--- src/design/tcc_pkg.sv ---
`timescale 1ns / 1ps
// shared types, codes and color table for the text console cursor controller
// no dependencies; used by tcc_cursor, the top level and the checker

package tcc_pkg;

   localparam int COL_W     = 10;
   localparam int LINE_W    = 10;
   localparam int CHAR_W    = 8;
   localparam int COLOR_W   = 8;
   localparam int SEL_W     = 4;
   localparam int CSR_W     = 10;
   localparam int RES_CNT_W = 5;
   localparam int ACC_W     = 6;
   localparam int SUM_W     = 10;

   localparam logic [COL_W-1:0]     RESET_LAST_COLUMN = 10'd127;
   localparam logic [LINE_W-1:0]    RESET_LAST_LINE   = 10'd47;
   localparam logic [RES_CNT_W-1:0] MAX_RESULTS       = 5'd16;
   localparam logic [SEL_W-1:0]     SEL_DEFAULT       = 4'd8;
   localparam logic [COLOR_W-1:0]   GRAY_LEVEL        = 8'hcc;

   // sgr color codes, kept narrow with a sticky overflow
   localparam logic [ACC_W-1:0] SGR_RESET    = 6'd0;
   localparam logic [ACC_W-1:0] SGR_FG_FIRST = 6'd30;
   localparam logic [ACC_W-1:0] SGR_FG_LAST  = 6'd37;
   localparam logic [SUM_W-1:0] SGR_OVER     = 10'd38;

   // byte codes
   localparam logic [CHAR_W-1:0] CH_BEL  = 8'd7;
   localparam logic [CHAR_W-1:0] CH_BS   = 8'd8;
   localparam logic [CHAR_W-1:0] CH_HT   = 8'd9;
   localparam logic [CHAR_W-1:0] CH_LF   = 8'd10;
   localparam logic [CHAR_W-1:0] CH_VT   = 8'd11;
   localparam logic [CHAR_W-1:0] CH_CR   = 8'd13;
   localparam logic [CHAR_W-1:0] CH_ESC  = 8'd27;
   localparam logic [CHAR_W-1:0] CH_ZERO = 8'h30;
   localparam logic [CHAR_W-1:0] CH_NINE = 8'h39;
   localparam logic [CHAR_W-1:0] CH_LBR  = 8'h5b;
   localparam logic [CHAR_W-1:0] CH_M    = 8'h6d;

   // register indexes
   localparam logic CSR_LAST_COLUMN = 1'b0;
   localparam logic CSR_LAST_LINE   = 1'b1;

   typedef enum logic [1:0] {
      PH_IDLE,
      PH_ESC,
      PH_CSI
   } tcc_phase_type;

   typedef enum logic [3:0] {
      ST_IDLE,
      ST_BYTE,
      ST_DRAW,
      ST_SCROLL,
      ST_DIGIT,
      ST_ACC,
      ST_CHECK,
      ST_TAB_MUL,
      ST_TAB_REM,
      ST_TAB_APPLY,
      ST_FLUSH
   } tcc_state_type;

   typedef enum logic [1:0] {
      AFT_BYTE,
      AFT_DIGITS,
      AFT_DONE
   } tcc_after_type;

   typedef enum logic [3:0] {
      OP_NONE,
      OP_ADVANCE,
      OP_NEWLINE,
      OP_CR,
      OP_LINEDOWN,
      OP_BACK,
      OP_TAB_MUL,
      OP_TAB_REM,
      OP_TAB_APPLY
   } tcc_op_type;

   typedef struct packed {
      logic [COL_W-1:0]  column;
      logic [LINE_W-1:0] line;
      logic              scroll;
   } tcc_cursor_type;

   typedef struct packed {
      logic               kind;
      logic [CHAR_W-1:0]  glyph;
      logic [COL_W-1:0]   column;
      logic [LINE_W-1:0]  line;
      logic [COLOR_W-1:0] red;
      logic [COLOR_W-1:0] green;
      logic [COLOR_W-1:0] blue;
   } tcc_result_type;

   localparam logic [3*COLOR_W-1:0] PALETTE [8] = '{
      24'h000000, 24'h800000, 24'h008000, 24'h808000,
      24'h000080, 24'h800080, 24'h008080, 24'hffffff
   };

   function automatic logic [3*COLOR_W-1:0] color_rgb(input logic [SEL_W-1:0] sel);
      logic [3*COLOR_W-1:0] rgb;
      if (sel < SEL_DEFAULT) begin
         rgb = PALETTE[sel[2:0]];
      end else begin
         rgb = {GRAY_LEVEL, GRAY_LEVEL, GRAY_LEVEL};
      end
      return rgb;
   endfunction

endpackage

--- src/design/text_console_cursor_controller_top.sv ---
`timescale 1ns / 1ps
// top level of the text console cursor controller: escape parser, sequencer,
// color state and result registers; depends on tcc_pkg and tcc_cursor
//
//   channel  | ports                          | beat
//   ---------+--------------------------------+------------------------------
//   req      | req_valid/req_ready            | one character byte
//   rsp      | rsp_valid/rsp_ready            | one draw or scroll command
//   csr      | csr_we, csr_index, csr_wdata   | one register write, no wait
//
// after its beat a printable byte holds req_ready low for decode, draw and close
// out of the last beat, a tab for multiply, remainder and apply, and the 'm' of a
// color sequence for an accumulate per digit and a check; a failed sequence replays
// '[' and each held digit, and scrolls; tcc_cursor's shared unit sets this pace.
// reset is synchronous: cursor home, default gray, parser idle, limits 127/47.
// a result beat that is not taken holds the sequencer at its next result.

module text_console_cursor_controller_top #(
   parameter int MAX_ESC_DIGITS = 6,
   parameter int TAB_STOP       = 8
) (
   input  logic                            clock,
   input  logic                            reset,
   input  logic                            req_valid,
   output logic                            req_ready,
   input  logic [tcc_pkg::CHAR_W-1:0]      req_char_code,
   output logic                            rsp_valid,
   input  logic                            rsp_ready,
   output logic                            rsp_kind,
   output logic [tcc_pkg::CHAR_W-1:0]      rsp_glyph,
   output logic [tcc_pkg::COL_W-1:0]       rsp_column,
   output logic [tcc_pkg::LINE_W-1:0]      rsp_line,
   output logic [tcc_pkg::COLOR_W-1:0]     rsp_red,
   output logic [tcc_pkg::COLOR_W-1:0]     rsp_green,
   output logic [tcc_pkg::COLOR_W-1:0]     rsp_blue,
   output logic                            rsp_last,
   input  logic                            csr_we,
   input  logic                            csr_index,
   input  logic [tcc_pkg::CSR_W-1:0]       csr_wdata
);

   localparam int CNT_W = $clog2(MAX_ESC_DIGITS + 1);
   localparam int IDX_W = $clog2(MAX_ESC_DIGITS);

   // configuration
   logic [tcc_pkg::COL_W-1:0]  last_col_ff;
   logic [tcc_pkg::LINE_W-1:0] last_line_ff;

   // sequencer and parser state
   tcc_pkg::tcc_state_type state_ff, state_in;
   tcc_pkg::tcc_phase_type phase_ff, phase_in;
   tcc_pkg::tcc_after_type after_ff, after_in;
   logic [CNT_W-1:0]            dcount_ff, dcount_in;
   logic [CNT_W-1:0]            idx_ff, idx_in;
   logic [tcc_pkg::ACC_W-1:0]   acc_ff, acc_in;
   logic                        big_ff, big_in;
   logic [tcc_pkg::CHAR_W-1:0]  char_ff, char_in;
   logic [tcc_pkg::CHAR_W-1:0]  glyph_ff, glyph_in;
   logic [tcc_pkg::SEL_W-1:0]   color_ff, color_in;
   logic [3:0]                  held_ff [MAX_ESC_DIGITS];
   logic                        held_we;
   logic [3:0]                  held_wdata;

   // result path: a pending beat waits until it is known whether more follow
   tcc_pkg::tcc_result_type     pend_ff, pend_in, res_new, out_ff;
   logic                        pend_valid_ff, pend_valid_in;
   logic                        rsp_valid_ff, rsp_valid_in;
   logic                        rsp_last_ff, out_last_in;
   logic                        out_load;
   logic [tcc_pkg::RES_CNT_W-1:0] res_cnt_ff, res_cnt_in;

   tcc_pkg::tcc_op_type         op;
   tcc_pkg::tcc_cursor_type     cur;

   logic                        accept;
   logic                        out_free;
   logic                        emit_now;
   logic                        emit_go;
   logic                        stall;
   logic                        in_digit;
   logic [tcc_pkg::CHAR_W-1:0]  digit_val;
   logic [3:0]                  held_rd;
   logic [tcc_pkg::SUM_W-1:0]   acc_sum;
   logic                        sgr_ok;
   logic [3*tcc_pkg::COLOR_W-1:0] rgb;
   tcc_pkg::tcc_state_type      after_state;

   assign req_ready = (state_ff == tcc_pkg::ST_IDLE);
   assign accept    = req_valid && req_ready;
   assign out_free  = !rsp_valid_ff || rsp_ready;

   // a result is produced only in the draw and scroll steps; beyond the cap
   // results are dropped but the cursor still moves
   assign emit_now = (state_ff == tcc_pkg::ST_DRAW) || (state_ff == tcc_pkg::ST_SCROLL);
   assign emit_go  = emit_now && (res_cnt_ff < tcc_pkg::MAX_RESULTS);
   assign stall    = emit_go && pend_valid_ff && !out_free;

   assign in_digit  = (req_char_code >= tcc_pkg::CH_ZERO) &&
                      (req_char_code <= tcc_pkg::CH_NINE);
   assign digit_val = req_char_code - tcc_pkg::CH_ZERO;
   assign held_rd   = held_ff[idx_ff[IDX_W-1:0]];

   // decimal accumulate, one digit a cycle; values past 37 only set a flag
   assign acc_sum = (tcc_pkg::SUM_W'(acc_ff) << 3) + (tcc_pkg::SUM_W'(acc_ff) << 1) +
                    tcc_pkg::SUM_W'(held_rd);
   assign sgr_ok  = !big_ff && ((acc_ff == tcc_pkg::SGR_RESET) ||
                    ((acc_ff >= tcc_pkg::SGR_FG_FIRST) && (acc_ff <= tcc_pkg::SGR_FG_LAST)));

   assign rgb = tcc_pkg::color_rgb(color_ff);

   always_comb begin
      res_new = '0;
      if (state_ff == tcc_pkg::ST_DRAW) begin
         res_new.kind   = 1'b0;
         res_new.glyph  = glyph_ff;
         res_new.column = cur.column;
         res_new.line   = cur.line;
         res_new.red    = rgb[3*tcc_pkg::COLOR_W-1:2*tcc_pkg::COLOR_W];
         res_new.green  = rgb[2*tcc_pkg::COLOR_W-1:tcc_pkg::COLOR_W];
         res_new.blue   = rgb[tcc_pkg::COLOR_W-1:0];
      end else begin
         res_new.kind = 1'b1;
      end
   end

   // where a finished draw or scroll goes next
   always_comb begin
      unique case (after_ff)
         tcc_pkg::AFT_BYTE:   after_state = tcc_pkg::ST_BYTE;
         tcc_pkg::AFT_DIGITS: after_state = tcc_pkg::ST_DIGIT;
         default:             after_state = tcc_pkg::ST_FLUSH;
      endcase
   end

   tcc_cursor #(
      .TAB_STOP (TAB_STOP)
   ) u_cursor (
      .clock       (clock),
      .reset       (reset),
      .op          (op),
      .last_column (last_col_ff),
      .last_line   (last_line_ff),
      .cur         (cur)
   );

   // next state
   always_comb begin
      state_in = state_ff;
      unique case (state_ff)
         tcc_pkg::ST_IDLE: begin
            if (accept) begin
               if (phase_ff == tcc_pkg::PH_ESC) begin
                  state_in = (req_char_code == tcc_pkg::CH_LBR) ? tcc_pkg::ST_IDLE
                                                                 : tcc_pkg::ST_DRAW;
               end else if (phase_ff == tcc_pkg::PH_CSI) begin
                  if (in_digit && (dcount_ff < CNT_W'(MAX_ESC_DIGITS))) begin
                     state_in = tcc_pkg::ST_IDLE;
                  end else if ((req_char_code == tcc_pkg::CH_M) && (dcount_ff != '0)) begin
                     state_in = tcc_pkg::ST_ACC;
                  end else begin
                     state_in = tcc_pkg::ST_DRAW;
                  end
               end else begin
                  state_in = tcc_pkg::ST_BYTE;
               end
            end
         end
         tcc_pkg::ST_BYTE: begin
            case (char_ff) inside
               tcc_pkg::CH_LF, tcc_pkg::CH_VT:
                  state_in = cur.scroll ? tcc_pkg::ST_SCROLL : tcc_pkg::ST_FLUSH;
               tcc_pkg::CH_ESC, tcc_pkg::CH_CR, tcc_pkg::CH_BEL, tcc_pkg::CH_BS:
                  state_in = tcc_pkg::ST_FLUSH;
               tcc_pkg::CH_HT:
                  state_in = tcc_pkg::ST_TAB_MUL;
               default:
                  state_in = tcc_pkg::ST_DRAW;
            endcase
         end
         tcc_pkg::ST_DRAW: begin
            if (!stall) begin
               state_in = cur.scroll ? tcc_pkg::ST_SCROLL : after_state;
            end
         end
         tcc_pkg::ST_SCROLL: begin
            if (!stall) begin
               state_in = after_state;
            end
         end
         tcc_pkg::ST_DIGIT: begin
            state_in = (idx_ff < dcount_ff) ? tcc_pkg::ST_DRAW : tcc_pkg::ST_BYTE;
         end
         tcc_pkg::ST_ACC: begin
            if (idx_ff == dcount_ff - CNT_W'(1)) begin
               state_in = tcc_pkg::ST_CHECK;
            end
         end
         tcc_pkg::ST_CHECK: begin
            state_in = sgr_ok ? tcc_pkg::ST_FLUSH : tcc_pkg::ST_DRAW;
         end
         tcc_pkg::ST_TAB_MUL: begin
            state_in = tcc_pkg::ST_TAB_REM;
         end
         tcc_pkg::ST_TAB_REM: begin
            state_in = tcc_pkg::ST_TAB_APPLY;
         end
         tcc_pkg::ST_TAB_APPLY: begin
            state_in = cur.scroll ? tcc_pkg::ST_SCROLL : tcc_pkg::ST_FLUSH;
         end
         tcc_pkg::ST_FLUSH: begin
            if (!pend_valid_ff || out_free) begin
               state_in = tcc_pkg::ST_IDLE;
            end
         end
         default: begin
            state_in = tcc_pkg::ST_IDLE;
         end
      endcase
   end

   // sequencer outputs and datapath register updates
   always_comb begin
      op         = tcc_pkg::OP_NONE;
      phase_in   = phase_ff;
      after_in   = after_ff;
      dcount_in  = dcount_ff;
      idx_in     = idx_ff;
      acc_in     = acc_ff;
      big_in     = big_ff;
      char_in    = char_ff;
      glyph_in   = glyph_ff;
      color_in   = color_ff;
      held_we    = 1'b0;
      held_wdata = digit_val[3:0];
      unique case (state_ff)
         tcc_pkg::ST_IDLE: begin
            if (accept) begin
               char_in = req_char_code;
               if (phase_ff == tcc_pkg::PH_ESC) begin
                  if (req_char_code == tcc_pkg::CH_LBR) begin
                     phase_in  = tcc_pkg::PH_CSI;
                     dcount_in = '0;
                  end else begin
                     // lone esc is drawn, then the byte runs as plain text
                     phase_in = tcc_pkg::PH_IDLE;
                     glyph_in = tcc_pkg::CH_ESC;
                     after_in = tcc_pkg::AFT_BYTE;
                  end
               end else if (phase_ff == tcc_pkg::PH_CSI) begin
                  if (in_digit && (dcount_ff < CNT_W'(MAX_ESC_DIGITS))) begin
                     held_we   = 1'b1;
                     dcount_in = dcount_ff + CNT_W'(1);
                  end else if ((req_char_code == tcc_pkg::CH_M) && (dcount_ff != '0)) begin
                     idx_in = '0;
                     acc_in = '0;
                     big_in = 1'b0;
                  end else begin
                     // failed sequence: replay '[' and the held digits
                     phase_in = tcc_pkg::PH_IDLE;
                     glyph_in = tcc_pkg::CH_LBR;
                     after_in = tcc_pkg::AFT_DIGITS;
                     idx_in   = '0;
                  end
               end
            end
         end
         tcc_pkg::ST_BYTE: begin
            case (char_ff) inside
               tcc_pkg::CH_ESC: begin
                  phase_in = tcc_pkg::PH_ESC;
               end
               tcc_pkg::CH_LF: begin
                  op       = tcc_pkg::OP_NEWLINE;
                  after_in = tcc_pkg::AFT_DONE;
               end
               tcc_pkg::CH_VT: begin
                  op       = tcc_pkg::OP_LINEDOWN;
                  after_in = tcc_pkg::AFT_DONE;
               end
               tcc_pkg::CH_CR: begin
                  op = tcc_pkg::OP_CR;
               end
               tcc_pkg::CH_BS: begin
                  op = tcc_pkg::OP_BACK;
               end
               tcc_pkg::CH_BEL, tcc_pkg::CH_HT: begin
               end
               default: begin
                  glyph_in = char_ff;
                  after_in = tcc_pkg::AFT_DONE;
               end
            endcase
         end
         tcc_pkg::ST_DRAW: begin
            op = stall ? tcc_pkg::OP_NONE : tcc_pkg::OP_ADVANCE;
         end
         tcc_pkg::ST_SCROLL: begin
         end
         tcc_pkg::ST_DIGIT: begin
            if (idx_ff < dcount_ff) begin
               glyph_in = tcc_pkg::CH_ZERO + tcc_pkg::CHAR_W'(held_rd);
               idx_in   = idx_ff + CNT_W'(1);
            end else begin
               dcount_in = '0;
            end
         end
         tcc_pkg::ST_ACC: begin
            acc_in = acc_sum[tcc_pkg::ACC_W-1:0];
            big_in = big_ff || (acc_sum >= tcc_pkg::SGR_OVER);
            idx_in = idx_ff + CNT_W'(1);
         end
         tcc_pkg::ST_CHECK: begin
            phase_in = tcc_pkg::PH_IDLE;
            if (sgr_ok) begin
               dcount_in = '0;
               if (acc_ff == tcc_pkg::SGR_RESET) begin
                  color_in = tcc_pkg::SEL_DEFAULT;
               end else begin
                  color_in = tcc_pkg::SEL_W'(acc_ff - tcc_pkg::SGR_FG_FIRST);
               end
            end else begin
               glyph_in = tcc_pkg::CH_LBR;
               after_in = tcc_pkg::AFT_DIGITS;
               idx_in   = '0;
            end
         end
         tcc_pkg::ST_TAB_MUL: begin
            op = tcc_pkg::OP_TAB_MUL;
         end
         tcc_pkg::ST_TAB_REM: begin
            op = tcc_pkg::OP_TAB_REM;
         end
         tcc_pkg::ST_TAB_APPLY: begin
            op       = tcc_pkg::OP_TAB_APPLY;
            after_in = tcc_pkg::AFT_DONE;
         end
         tcc_pkg::ST_FLUSH: begin
         end
         default: begin
         end
      endcase
   end

   // result staging: the newest beat waits in pend_ff; it moves out when the
   // next one arrives (not last) or when the byte is finished (last)
   always_comb begin
      out_load      = 1'b0;
      out_last_in   = 1'b0;
      pend_in       = pend_ff;
      pend_valid_in = pend_valid_ff;
      res_cnt_in    = res_cnt_ff;
      if (accept) begin
         res_cnt_in = '0;
      end
      if (emit_go && !stall) begin
         out_load      = pend_valid_ff;
         pend_in       = res_new;
         pend_valid_in = 1'b1;
         res_cnt_in    = res_cnt_ff + tcc_pkg::RES_CNT_W'(1);
      end
      if ((state_ff == tcc_pkg::ST_FLUSH) && pend_valid_ff && out_free) begin
         out_load      = 1'b1;
         out_last_in   = 1'b1;
         pend_valid_in = 1'b0;
      end
      if (out_load) begin
         rsp_valid_in = 1'b1;
      end else if (rsp_ready) begin
         rsp_valid_in = 1'b0;
      end else begin
         rsp_valid_in = rsp_valid_ff;
      end
   end

   always_ff @(posedge clock) begin
      if (reset) begin
         state_ff      <= tcc_pkg::ST_IDLE;
         phase_ff      <= tcc_pkg::PH_IDLE;
         after_ff      <= tcc_pkg::AFT_DONE;
         dcount_ff     <= '0;
         color_ff      <= tcc_pkg::SEL_DEFAULT;
         pend_valid_ff <= 1'b0;
         rsp_valid_ff  <= 1'b0;
         res_cnt_ff    <= '0;
         last_col_ff   <= tcc_pkg::RESET_LAST_COLUMN;
         last_line_ff  <= tcc_pkg::RESET_LAST_LINE;
      end else begin
         state_ff      <= state_in;
         phase_ff      <= phase_in;
         after_ff      <= after_in;
         dcount_ff     <= dcount_in;
         color_ff      <= color_in;
         pend_valid_ff <= pend_valid_in;
         rsp_valid_ff  <= rsp_valid_in;
         res_cnt_ff    <= res_cnt_in;
         if (csr_we) begin
            unique case (csr_index)
               tcc_pkg::CSR_LAST_COLUMN: last_col_ff  <= csr_wdata[tcc_pkg::COL_W-1:0];
               tcc_pkg::CSR_LAST_LINE:   last_line_ff <= csr_wdata[tcc_pkg::LINE_W-1:0];
               default: begin
               end
            endcase
         end
      end
   end

   // payload registers, no reset
   always_ff @(posedge clock) begin
      idx_ff   <= idx_in;
      acc_ff   <= acc_in;
      big_ff   <= big_in;
      char_ff  <= char_in;
      glyph_ff <= glyph_in;
      pend_ff  <= pend_in;
      if (held_we) begin
         held_ff[dcount_ff[IDX_W-1:0]] <= held_wdata;
      end
      if (out_load) begin
         out_ff      <= pend_ff;
         rsp_last_ff <= out_last_in;
      end
   end

   assign rsp_valid  = rsp_valid_ff;
   assign rsp_kind   = out_ff.kind;
   assign rsp_glyph  = out_ff.glyph;
   assign rsp_column = out_ff.column;
   assign rsp_line   = out_ff.line;
   assign rsp_red    = out_ff.red;
   assign rsp_green  = out_ff.green;
   assign rsp_blue   = out_ff.blue;
   assign rsp_last   = rsp_last_ff;

endmodule

--- src/design/tcc_cursor.sv ---
`timescale 1ns / 1ps
// cursor position registers and the shared arithmetic unit that moves them
// depends on tcc_pkg

module tcc_cursor #(
   parameter int TAB_STOP = 8
) (
   input  logic                          clock,
   input  logic                          reset,
   input  tcc_pkg::tcc_op_type           op,
   input  logic [tcc_pkg::COL_W-1:0]     last_column,
   input  logic [tcc_pkg::LINE_W-1:0]    last_line,
   output tcc_pkg::tcc_cursor_type       cur
);

   localparam int COL_W  = tcc_pkg::COL_W;
   localparam int LINE_W = tcc_pkg::LINE_W;
   localparam int RECIP  = 65536 / TAB_STOP;
   localparam int PROD_W = COL_W + 17;
   localparam int QT_W   = COL_W + 5;
   localparam int REM_W  = $clog2(2 * TAB_STOP);

   logic [COL_W-1:0]  col_ff, col_in;
   logic [LINE_W-1:0] line_ff, line_in;
   logic [PROD_W-1:0] prod_ff, prod_in;
   logic [REM_W-1:0]  rem_ff, rem_in;
   logic              scroll;

   logic [LINE_W:0]   line_next;
   logic              line_over;
   logic [LINE_W-1:0] line_dn;
   logic [COL_W:0]    col_next;
   logic [COL_W-1:0]  quot;
   logic [QT_W-1:0]   rem_full;
   logic [REM_W-1:0]  rem_fix;
   logic [COL_W:0]    stop;

   assign line_next = {1'b0, line_ff} + (LINE_W + 1)'(1);
   assign line_over = line_next > {1'b0, last_line};
   assign line_dn   = line_over ? last_line : line_next[LINE_W-1:0];
   assign col_next  = {1'b0, col_ff} + (COL_W + 1)'(1);

   // floor reciprocal: quotient estimate is exact or one low
   assign quot     = prod_ff[COL_W+15:16];
   assign rem_full = QT_W'(col_ff) - QT_W'(quot) * QT_W'(TAB_STOP);
   assign rem_fix  = (rem_ff >= REM_W'(TAB_STOP)) ? rem_ff - REM_W'(TAB_STOP) : rem_ff;
   assign stop     = {1'b0, col_ff} + (COL_W + 1)'(TAB_STOP) - (COL_W + 1)'(rem_fix);

   always_comb begin
      col_in  = col_ff;
      line_in = line_ff;
      prod_in = prod_ff;
      rem_in  = rem_ff;
      scroll  = 1'b0;
      unique case (op)
         tcc_pkg::OP_NONE: begin
         end
         tcc_pkg::OP_ADVANCE: begin
            if (col_next > {1'b0, last_column}) begin
               col_in  = '0;
               line_in = line_dn;
               scroll  = line_over;
            end else begin
               col_in = col_next[COL_W-1:0];
            end
         end
         tcc_pkg::OP_NEWLINE: begin
            col_in  = '0;
            line_in = line_dn;
            scroll  = line_over;
         end
         tcc_pkg::OP_CR: begin
            col_in = '0;
         end
         tcc_pkg::OP_LINEDOWN: begin
            line_in = line_dn;
            scroll  = line_over;
         end
         tcc_pkg::OP_BACK: begin
            if (col_ff != '0) begin
               col_in = col_ff - COL_W'(1);
            end else if (line_ff != '0) begin
               line_in = line_ff - LINE_W'(1);
               col_in  = last_column;
            end
         end
         tcc_pkg::OP_TAB_MUL: begin
            prod_in = PROD_W'(col_ff) * PROD_W'(RECIP);
         end
         tcc_pkg::OP_TAB_REM: begin
            rem_in = rem_full[REM_W-1:0];
         end
         tcc_pkg::OP_TAB_APPLY: begin
            if (stop > {1'b0, last_column}) begin
               col_in  = '0;
               line_in = line_dn;
               scroll  = line_over;
            end else begin
               col_in = stop[COL_W-1:0];
            end
         end
         default: begin
         end
      endcase
   end

   always_ff @(posedge clock) begin
      if (reset) begin
         col_ff  <= '0;
         line_ff <= '0;
      end else begin
         col_ff  <= col_in;
         line_ff <= line_in;
      end
   end

   always_ff @(posedge clock) begin
      prod_ff <= prod_in;
      rem_ff  <= rem_in;
   end

   assign cur.column = col_ff;
   assign cur.line   = line_ff;
   assign cur.scroll = scroll;

endmodule

--- config.mk ---
export PLATFORM = sky130hd
export DESIGN_NAME = text_console_cursor_controller_top
export DESIGN_NICKNAME = d
export VERILOG_FILES = /design/src/design/tcc_pkg.sv /design/src/design/text_console_cursor_controller_top.sv /design/src/design/tcc_cursor.sv
export SDC_FILE = /design/constraint.sdc
export NUM_CORES = 1
export LEC_CHECK = 0
export BUFFER_PORTS_ARGS = -buffer_cell sky130_fd_sc_hd__buf_2
export CAP_MARGIN = 20
export CORE_UTILIZATION = 30
export CTS_CLUSTER_SIZE = 40
export DETAILED_ROUTE_END_ITERATION = 6
export PLACE_DENSITY = 0.47
export SLEW_MARGIN = 20
export SYNTH_ARGS = -nofsm -noshare
export SYNTH_HDL_FRONTEND = slang
export SYNTH_SLANG_ARGS = --single-unit
--- constraint.sdc ---
create_clock -name clock -period 7.4 [get_ports clock]
set_input_delay 2.22 -clock clock [delete_from_list [all_inputs] [get_ports clock]]
set_output_delay 2.22 -clock clock [all_outputs]
set_load 0.05 [all_outputs]
Word-level counts from Yosys, hierarchy flattened. Memory sizes are Yosys's and may differ from the RTL's. A register that Yosys moved wholly into a read port is not among the register bits. Index checks and enable logic that the tools add are counted.

Flip-flop bits (word level): 203. Bits in writable memories: 24. Bits in read-only memories: 192. Bits of input ports: 24. Output and inout port bits: 56. Logic and storage cells: 320. Memories kept: 2.

Memories: (no name shown) (depth 8, width 24, rd ports 1, clocked after memory_dff 0, write ports 0, RTL line tcc_pkg.sv:108) `rgb = PALETTE[sel[2:0]];`; held_ff (depth 6, width 4, rd ports 1, clocked after memory_dff 1, write ports 1, RTL line text_console_cursor_controller_top.sv:60) `logic [3:0] held_ff [MAX_ESC_DIGITS];`.

Add/sub/neg operators: 17. Magnitude comparators: 14. Equal/unequal tests: 65. Multiplexer cells: 125. Bitwise logic cells: 2. Reduce and logical (&&, ||, !) cells: 58.

Operators by type and width (count): two-way mux 8 bit (14); two-way mux 10 bit (9); one-hot mux 10 bit (4 select lines) (2); two-way mux 24 bit (3); two-way mux 3 bit (21); two-way mux 4 bit (15); two-way mux 2 bit (22); one-hot mux 4 bit (11 select lines) (1); equality test 8 x 4 -> 1 bit (second input constant) (5); inequality test 2 bit (second input constant) (18); greater-than comparator 11 x 10 -> 1 bit (3); equality test 4 x 3 -> 1 bit (second input constant) (8); one-hot mux 8 bit (4 select lines) (1); two-way mux 6 bit (5); adder 10 x 1 -> 11 bit (second input constant) (2); two-way mux 1 bit (21); one-hot mux 4 bit (5 select lines) (1); nonzero test 10 bit (2); nonzero test 4 bit (5); subtractor 10 x 1 -> 10 bit (second input constant) (2); equality test 4 x 2 -> 1 bit (second input constant) (4); equality test 4 bit (second input constant) (4); equality test 8 x 7 -> 1 bit (second input constant) (2); AND reduction 14 bit (1); other kinds (58) (110).

Logic depth before layout (Yosys ltp). Gate-level depths: netlist of run 1.

Word-level depth: 13. Mapped depth: 20. Mapped depth without buffers: 18.

By module. A second synthesis of run 1 with hierarchy kept.

Cell total of the unflattened synthesis: 1089. Area, all modules: 10986.8 um^2.

Modules (own cells, without submodules): text_console_cursor_controller_top (instances 1, cells an instance 638, area each 7508.5 um^2, seq. area each 4474.3 um^2); tcc_cursor (instances 1, cells an instance 451, area each 3478.3 um^2, seq. area each 490.5 um^2).

Least setup slack after synthesis of run 1. OpenSTA, ideal clock, no wires.

Path type: in2reg. Start point: input port rsp_ready. End point: register res_cnt_ff[2] in the netlist's numbering. Setup time: 0.134 ns. Data arrival time: 5.837 ns. Required time: 7.266 ns. Slack: 1.430 ns. Cell stages on the path: 6. Buffers on the path: 0. Cells stage by stage: nand2b_1 -> nor2_1 -> nor3_1 -> nor2_1 -> a21oi_1 -> a211oi_1.

Longest elaborated chain between the ends: 6. Elaborated cells on any way between the ends: 7. Classes of those cells: mux: 1; reduce/logical: 6.

RTL lines: from (decl) (RTL line text_console_cursor_controller_top.sv:28) `input logic rsp_ready,`; logical OR 1 bit * (RTL line text_console_cursor_controller_top.sv:90) `assign out_free = !rsp_valid_ff || rsp_ready;`; logical NOT 1 bit * (RTL line text_console_cursor_controller_top.sv:96) `assign stall = emit_go && pend_valid_ff && !out_free;`; logical AND 1 bit * (RTL line text_console_cursor_controller_top.sv:96); logical NOT 1 bit * (RTL line text_console_cursor_controller_top.sv:355) `if (emit_go && !stall) begin`; logical AND 1 bit * (RTL line text_console_cursor_controller_top.sv:355); two-way mux 5 bit or nonzero test 2 bit (tied branches); to (signal assigned) (RTL line text_console_cursor_controller_top.sv:395) `res_cnt_ff <= res_cnt_in;`; to (decl) (RTL line text_console_cursor_controller_top.sv:70) `logic [tcc_pkg::RES_CNT_W-1:0] res_cnt_ff, res_cnt_in;`.

Mark *: on every way between the ends. The rest lies on a longest branch, timed or not. A chain may end at the register's enable or synchronous reset.

Final worst setup path of run 1.
Start point: register u_cursor.col_ff[2]. End point: register u_cursor.line_ff[6].

Longest elaborated chain between the ends: 5. Elaborated cells on any way between the ends: 10. Classes of those cells: add/sub: 3; order compare: 2; eq/ne: 3; reduce/logical: 2.

RTL lines: from (decl) (RTL line tcc_cursor.sv:23) `logic [COL_W-1:0] col_ff, col_in;`; from (signal assigned) (RTL line tcc_cursor.sv:112) `col_ff <= col_in;`; adder 10 x 4 -> 11 bit (RTL line tcc_cursor.sv:47) `assign stop = {1'b0, col_ff} + (COL_W + 1)'(TAB_STOP) - (COL_W + 1)'(rem_fix);`; subtractor 11 x 4 -> 11 bit (RTL line tcc_cursor.sv:47); greater-than comparator 11 x 10 -> 1 bit (RTL line tcc_cursor.sv:94) `if (stop > {1'b0, last_column}) begin`; inequality test 2 x 1 -> 1 bit (no line); AND reduction 5 bit (no line) *; to (signal assigned) (RTL line tcc_cursor.sv:113) `line_ff <= line_in;`; to (decl) (RTL line tcc_cursor.sv:24) `logic [LINE_W-1:0] line_ff, line_in;`.

Marks and branches as above.

==> results.json, run 1 <==
{
  "tightest_slew_ns": 1.05,
  "num_io_pins": 80,
  "finalHoldWorstSlack_ns": 0.421,
  "post-route-period-util_pct": 67.6,
  "status": "finished, final reports clean",
  "drt_iter0_drc": 677,
  "irDropWorstVdd_uv": 215,
  "cts-root-buf": "clkbuf_16",
  "startpoint": "u_cursor.col_ff[2]$_SDFFE_PP0P_",
  "yosysWarnings": 0,
  "synth_common_cells": "122 x edfxtp_1, 95 x nor2_1, 79 x nand2_1",
  "maxSlewHeadroom_pct": 29.4,
  "critPathSlowestCell": "o31ai_2",
  "nNetsFinal": 1220,
  "antenna_found_initial": 1,
  "p_leak_nw": 4.69,
  "p_per_area_mw_per_mm2": 330,
  "utilization_pct": 34.6,
  "clk_pin_slew_worst_paths_ns": 0.08,
  "synthDistinctLibCells": 87,
  "p_total_mw": 3.98,
  "r2r-start": "u_cursor.col_ff[2]$_SDFFE_PP0P_",
  "synth_edf_count": 122,
  "synth-main-ff-cell": "edfxtp_1",
  "grt_first_pass_wirelength_um": 44000,
  "numCtsBuffers": 17,
  "fin_crit_ns": 5.01,
  "min_path_cells": 0,
  "ys_ff_latch": 187,
  "h-tree-depth": 4,
  "cts_hold_buffers": 0,
  "wl_um": 27600,
  "skew_ns": 0.0121,
  "start_util_pct": 30.8,
  "wire_per_inst_um": 17.4,
  "yosys.cell_count.top_type": "edfxtp_1",
  "die_area_sq_mm": 0.0366,
  "cp_data_required_time_ns": 7.70,
  "num_antenna_cells": 0,
  "grt_setup_unrepaired": "false",
  "setup_viol": 0,
  "core_sq_mm": 0.0349,
  "fin_ws_ns": 2.39,
  "drc": 0,
  "cts_sinks": 187,
  "grt_pass1_vias": 7623,
  "cp-start-kind": "register",
  "min_path_type": "register to register",
  "final-max-slew-violation-count": 0,
  "worstRegToRegCells": 15,
  "cts_resized": 0,
  "syn_nets": 1177,
  "firstDrtPassIters": 5,
  "fin_tns_setup_ns": 0,
  "synth_top_area_share_pct": 34.1,
  "hold_viol": 0,
  "die_x_um": 191,
  "yosysTopAreaCell": "edfxtp_1",
  "io_buffers": 79,
  "synthTopCellsByArea": "edfxtp_1 34%, dfxtp_1 12%, ha_1 9.1%, a21oi_1 3.4%, nor2_1 3.3%",
  "drive_gt1_share_pct": 14.1,
  "grt_max_degree": 44,
  "post_cts_buffers": 0,
  "max_clock_freq_ghz": 0.200,
  "fin_area_sq_mm": 0.0121,
  "fp.dieH_um": 191,
  "drv_cap": 0,
  "hpwl_um": 20700,
  "cts_tree": "done",
  "num_vias": 8047,
  "cp.arrival_ns": 5.31,
  "hold_end": "rsp_glyph[1]$_DFFE_PP_",
  "cp-end-kind": "register",
  "yosysSeqAreaShare_pct": 46.2,
  "insertion_delay_ns": 0.44,
  "gr-usage-all-layers_pct": 15.6,
  "dpl_cell_area_sq_mm": 0.0115,
  "min_from": "pend_ff[45]$_SDFFCE_PN0P_",
  "syn_inst": 1072,
  "row_count": 68,
  "path_cells": "ha_1 > fa_1 > a21o_1 > nand2_1 > a21oi_1 > o41ai_1 > xnor2_1 > ha_1 > a211oi_1 > nand2_1 > o311ai_1 > o211ai_1 > o31ai_2 > or2_2 > o31ai_1",
  "max_stage_delay_ns": 0.88,
  "gp_congestion": 0.833,
  "syn_area_per_cell_sq_um": 10.0,
  "antenna_left": 0,
  "r2r-end": "u_cursor.line_ff[6]$_SDFFE_PP0P_",
  "grt-ovfl-total": 0,
  "critPathKind": "register to register",
  "crit_path_max_fanout": 16,
  "drt-vias-per-instance": 5.08,
  "stdcell_count": 1583,
  "dp_worst_setup_slack_ns": 2.45,
  "synthArstFlopShare_pct": 0,
  "clock_path_buffers": 2,
  "placedCellCount": 1551,
  "reg2reg_slack_ns": 2.39,
  "synth_area_sq_mm": 0.0108,
  "syn2layout_area_growth_pct": 12.3
}
[cells in the final DEF (no fill, tap or decap), drive strengths merged, types with 6 or more instances in the layout]
master,synthesis,final
a211oi,13,13
a21o,8,8
a21oi,72,72
a31oi,10,10
and2,12,12
and3,34,34
buf,31,88
clkbuf,33,18
clkinv,3,7
dfxtp,65,65
edfxtp,122,122
ha,78,78
inv,53,61
mux2,8,8
mux2i,16,16
nand2,79,79
nand2b,15,15
nand3,34,34
nand4,13,13
nor2,96,96
nor2b,18,18
nor3,29,29
nor4,9,9
o211ai,19,19
o21ai,45,45
o22ai,6,6
o311ai,6,6
o31ai,8,8
or2,6,6
or3,8,8
xnor2,29,29
xor2,8,8
[layer usage]
layer / wire length, um / part of all wire [%] / vias up / global-route usage (%)
met4: 302 / 1.1 / 0 / 3.91
met2: 12300 / 45 / 186 / 24.1
met3: 1080 / 3.9 / 19 / 2.48
met1: 13900 / 50 / 3816 / 22.6
li1: - / - / 4026 / -
met5: 0 / 0 / - / 0
[kinds of logic after synthesis]
logic type      Yosys count  share of synthesized area (%)
mux                      28                           3.17
xor+xnor                 37                           3.01
buf+inv                 120                           5.05
simple gates            384                           18.7
flops                   187                           46.2
compound gates          234                           14.2
fa+ha+maj                81                           9.64
other cells               1                         0.0349
[cell type report]
type,count,area (sq um)
Clock buffer,18,429
Fill cell,3547,22800
Tap cell,455,569
Clock inverter,14,153
Inverter,56,210
Multi-Input combinational cell,765,5280
Timing Repair Buffer,88,463
Sequential cell,187,4960
[report_power, final]
part           internal (mW)  switching, mW  total (mW)  leakage (nW)
sequential              1.27          0.111        1.38          1.65
clock                  0.452          0.462       0.914         0.278
combinational          0.587           1.10        1.68          2.76
[worst max-delay path, delay by kind of cell (launching register included)]
family	cells	cell delay [ns]
and+or+nand+nor	3	0.44
xor gates and xnor gates	1	0.24
AOI/OAI and AO/OA	8	2.47
adders and majority gates	3	1.14
DFF	1	0.58
[how the worst max path moves through the flow]
stage / endpoint / cells after the start
6_report: u_cursor.line_ff[6]$_SDFFE_PP0P_ / 15
5_1_grt: u_cursor.line_ff[2]$_SDFFE_PP0P_ / 15
4_1_cts: u_cursor.col_ff[2]$_SDFFE_PP0P_ / 15
3_5_place_dp: u_cursor.line_ff[8]$_SDFFE_PP0P_ / 15
3_3_place_gp: u_cursor.line_ff[6]$_SDFFE_PP0P_ / 15
2_1_floorplan: res_cnt_ff[2]$_SDFFE_PP0P_ / 6
[state kept, by name, indices dropped and copies added (netlist names), 5 cells and up, named ones only]
| name | count |
|---|---|
| glyph_ff | 8 |
| char_ff | 8 |
| rsp_column | 10 |
| u_cursor.col_ff | 10 |
| last_col_ff | 10 |
| last_line_ff | 10 |
| rsp_line | 10 |
| res_cnt_ff | 5 |
| acc_ff | 6 |
| held_ff | 24 |
| u_cursor.line_ff | 10 |
| pend_ff | 34 |
| rsp_glyph | 8 |
Power figures use the tool's default switching activity.
==> run 2, diff against run 1 <==
--- a/config.mk
+++ b/config.mk
@@ -10,7 +10,7 @@
 export CORE_UTILIZATION = 30
 export CTS_CLUSTER_SIZE = 40
 export DETAILED_ROUTE_END_ITERATION = 6
-export PLACE_DENSITY = 0.47
+export PLACE_DENSITY = 0.48
 export SLEW_MARGIN = 20
 export SYNTH_ARGS = -nofsm -noshare
 export SYNTH_HDL_FRONTEND = slang
==> constraint.sdc (replaced) <==
create_clock -name clock -period 4.3 [get_ports clock]
set_input_delay 1.29 -clock clock [delete_from_list [all_inputs] [get_ports clock]]
set_output_delay 1.29 -clock clock [all_outputs]
set_load 0.05 [all_outputs]
==> run 2 against run 1 <==
Sequential share of layout area decreased by 1.2 points. Design area increased by 3.1%. Total power increased by 86%. Largest cell class unchanged.
==> results.json, run 2 (same netlist as run 1, synthesis figures left out) <==
{
  "irDropWorstVdd_uv": 356,
  "r2r-start": "u_cursor.rem_ff[1]$_DFFE_PN_",
  "fin_crit_ns": 4.25,
  "wl_um": 28000,
  "hpwl_um": 20800,
  "post-route-period-util_pct": 98.8,
  "gp_congestion": 0.828,
  "max_clock_freq_ghz": 0.235,
  "final-max-slew-violation-count": 0,
  "num_vias": 8277,
  "worstRegToRegCells": 19,
  "p_leak_nw": 4.89,
  "min_from": "pend_ff[22]$_SDFFCE_PN0P_",
  "min_path_cells": 0,
  "fin_area_sq_mm": 0.0124,
  "cp.arrival_ns": 4.57,
  "cts_sinks": 187,
  "final_common_cell": "edfxtp_1",
  "critPathKind": "register to register",
  "die_x_um": 191,
  "dpl_cell_area_sq_mm": 0.0117,
  "crit_path_max_fanout": 8,
  "num_io_pins": 80,
  "h-tree-depth": 4,
  "cp-start-kind": "register",
  "drt_iter0_drc": 581,
  "finalHoldWorstSlack_ns": 0.420,
  "drv_cap": 0,
  "status": "finished, final reports clean",
  "min_path_type": "register to register",
  "start_util_pct": 30.8,
  "tightest_slew_ns": 0.849,
  "critical_path_buf_inv_count": 3,
  "syn2layout_area_growth_pct": 15.7,
  "cts_tree": "done",
  "grt_first_pass_wirelength_um": 44800,
  "drt-vias-per-instance": 5.12,
  "insertion_delay_ns": 0.44,
  "row_count": 68,
  "grt_max_degree": 38,
  "maxSlewHeadroom_pct": 43.3,
  "numCtsBuffers": 17,
  "cp_data_required_time_ns": 4.63,
  "path_delay_family": "compound AO/OA/AOI/OAI gates",
  "grt-ovfl-total": 0,
  "hold_end": "rsp_red[6]$_DFFE_PP_",
  "io_buffers": 79,
  "cp-end-kind": "register",
  "n_fill_cell": 3526,
  "nNetsFinal": 1255,
  "multi_input_area_sq_mm": 0.00536,
  "grt_setup_unrepaired": "true",
  "clock_path_buffers": 2,
  "num_antenna_cells": 0,
  "setup_viol": 0,
  "fp.dieH_um": 191,
  "regArea_sq_mm": 0.00497,
  "most-common-layout-cells": "122 x edfxtp_1, 95 x nor2_1, 79 x buf_2",
  "reg2reg_slack_ns": 0.05,
  "firstDrtPassIters": 6,
  "wire_per_inst_um": 17.3,
  "largest_reg_flops": 34,
  "grt_pass1_vias": 7861,
  "stdcell_count": 1618,
  "drive_gt1_share_pct": 17.5,
  "drc": 0,
  "clk_pin_slew_worst_paths_ns": 0.08,
  "max_stage_delay_ns": 0.41,
  "antenna_left": 0,
  "cts-root-buf": "clkbuf_16",
  "hold_viol": 0,
  "skew_ns": 0.0174,
  "core_sq_mm": 0.0349,
  "die_area_sq_mm": 0.0366,
  "gr-usage-all-layers_pct": 15.7,
  "placedCellCount": 1582,
  "path_cells": "inv_2 > ha_4 > ha_4 > fa_2 > a21o_1 > nand2_2 > a21oi_4 > o41ai_4 > xnor2_2 > ha_1 > buf_6 > nand4_1 > or3_4 > o311ai_4 > o211ai_1 > o31ai_2 > buf_6 > nor4_1 > a221o_1",
  "critPathSlowestCell": "o31ai_2",
  "p_per_area_mw_per_mm2": 595,
  "top_register": "pend_ff",
  "r2r-end": "u_cursor.line_ff[9]$_SDFFE_PP0P_",
  "antenna_found_initial": 1
}
run 2: cell count changes in the layout (fill, tap and decap cells not counted), sizes merged:
| cell | previous run | this run |
|---|---|---|
| buf | 88 | 123 |
| bufinv | 0 | 1 |
| clkinv | 7 | 6 |
run 2: worst max-delay path by stage:
stage                                          from  cells after the start  slack [ns]                                to
floorplan           u_cursor.col_ff[1]$_SDFFE_PP0P_                     17        0.24  u_cursor.line_ff[9]$_SDFFE_PP0P_
detailed placement     u_cursor.rem_ff[1]$_DFFE_PN_                     18       -0.03  u_cursor.line_ff[9]$_SDFFE_PP0P_
global placement       u_cursor.rem_ff[1]$_DFFE_PN_                     18        0.11  u_cursor.line_ff[9]$_SDFFE_PP0P_
finish                 u_cursor.rem_ff[1]$_DFFE_PN_                     19        0.05  u_cursor.line_ff[9]$_SDFFE_PP0P_
CTS                    u_cursor.rem_ff[1]$_DFFE_PN_                     18        0.02  u_cursor.line_ff[9]$_SDFFE_PP0P_
global route           u_cursor.rem_ff[1]$_DFFE_PN_                     19       -0.15  u_cursor.line_ff[2]$_SDFFE_PP0P_
run 2: routing by layer:
layer / vias to the layer above / track usage (%) / share of wire (%)
met5: - / 0 / 0.046
met4: 2 / 4.37 / 1.3
met3: 27 / 2.31 / 4.2
met2: 216 / 24.4 / 44
met1: 3928 / 22.6 / 50
li1: 4104 / - / -
run 2: stage by stage:
step	power [mW]	setup TNS [ns]	utilization, %	worst slack, ns
final	7.40	0	35.7	0.0513
after global routing	7.89	-1.03	35.7	-0.149
after CTS	7.11	0	35.3	0.0208
after detailed placement	5.41	-0.0888	33.6	-0.0314
after global placement	5.40	0	33.6	0.105
after floorplan	4.46	0	-	0.243
run 2: what timing repair did:
item | CTS | global route
cloned | 0 | 1
resized for setup | 1 | 19
setup buffers | 0 | 3
hold buffers | 0 | 0
endpoints found under the setup margin | 12 | 24
pin swaps | 0 | 20
run 2: report_power, final:
| part | switching [mW] | internal [mW] | total (mW) |
|---|---|---|---|
| registers | 0.188 | 2.19 | 2.38 |
| clock network | 0.791 | 0.838 | 1.63 |
| logic | 2.04 | 1.35 | 3.40 |
| total | 3.02 | 4.38 | 7.40 |
run 2: layout make-up:
type                            instances  area share (%)
Timing Repair Buffer                  123            5.89
Tap cell                              455            4.58
Clock inverter                         14            1.38
Inverter                               56            1.69
Multi-Input combinational cell        765            43.1
Clock buffer                           18            3.45
Sequential cell                       187            39.9
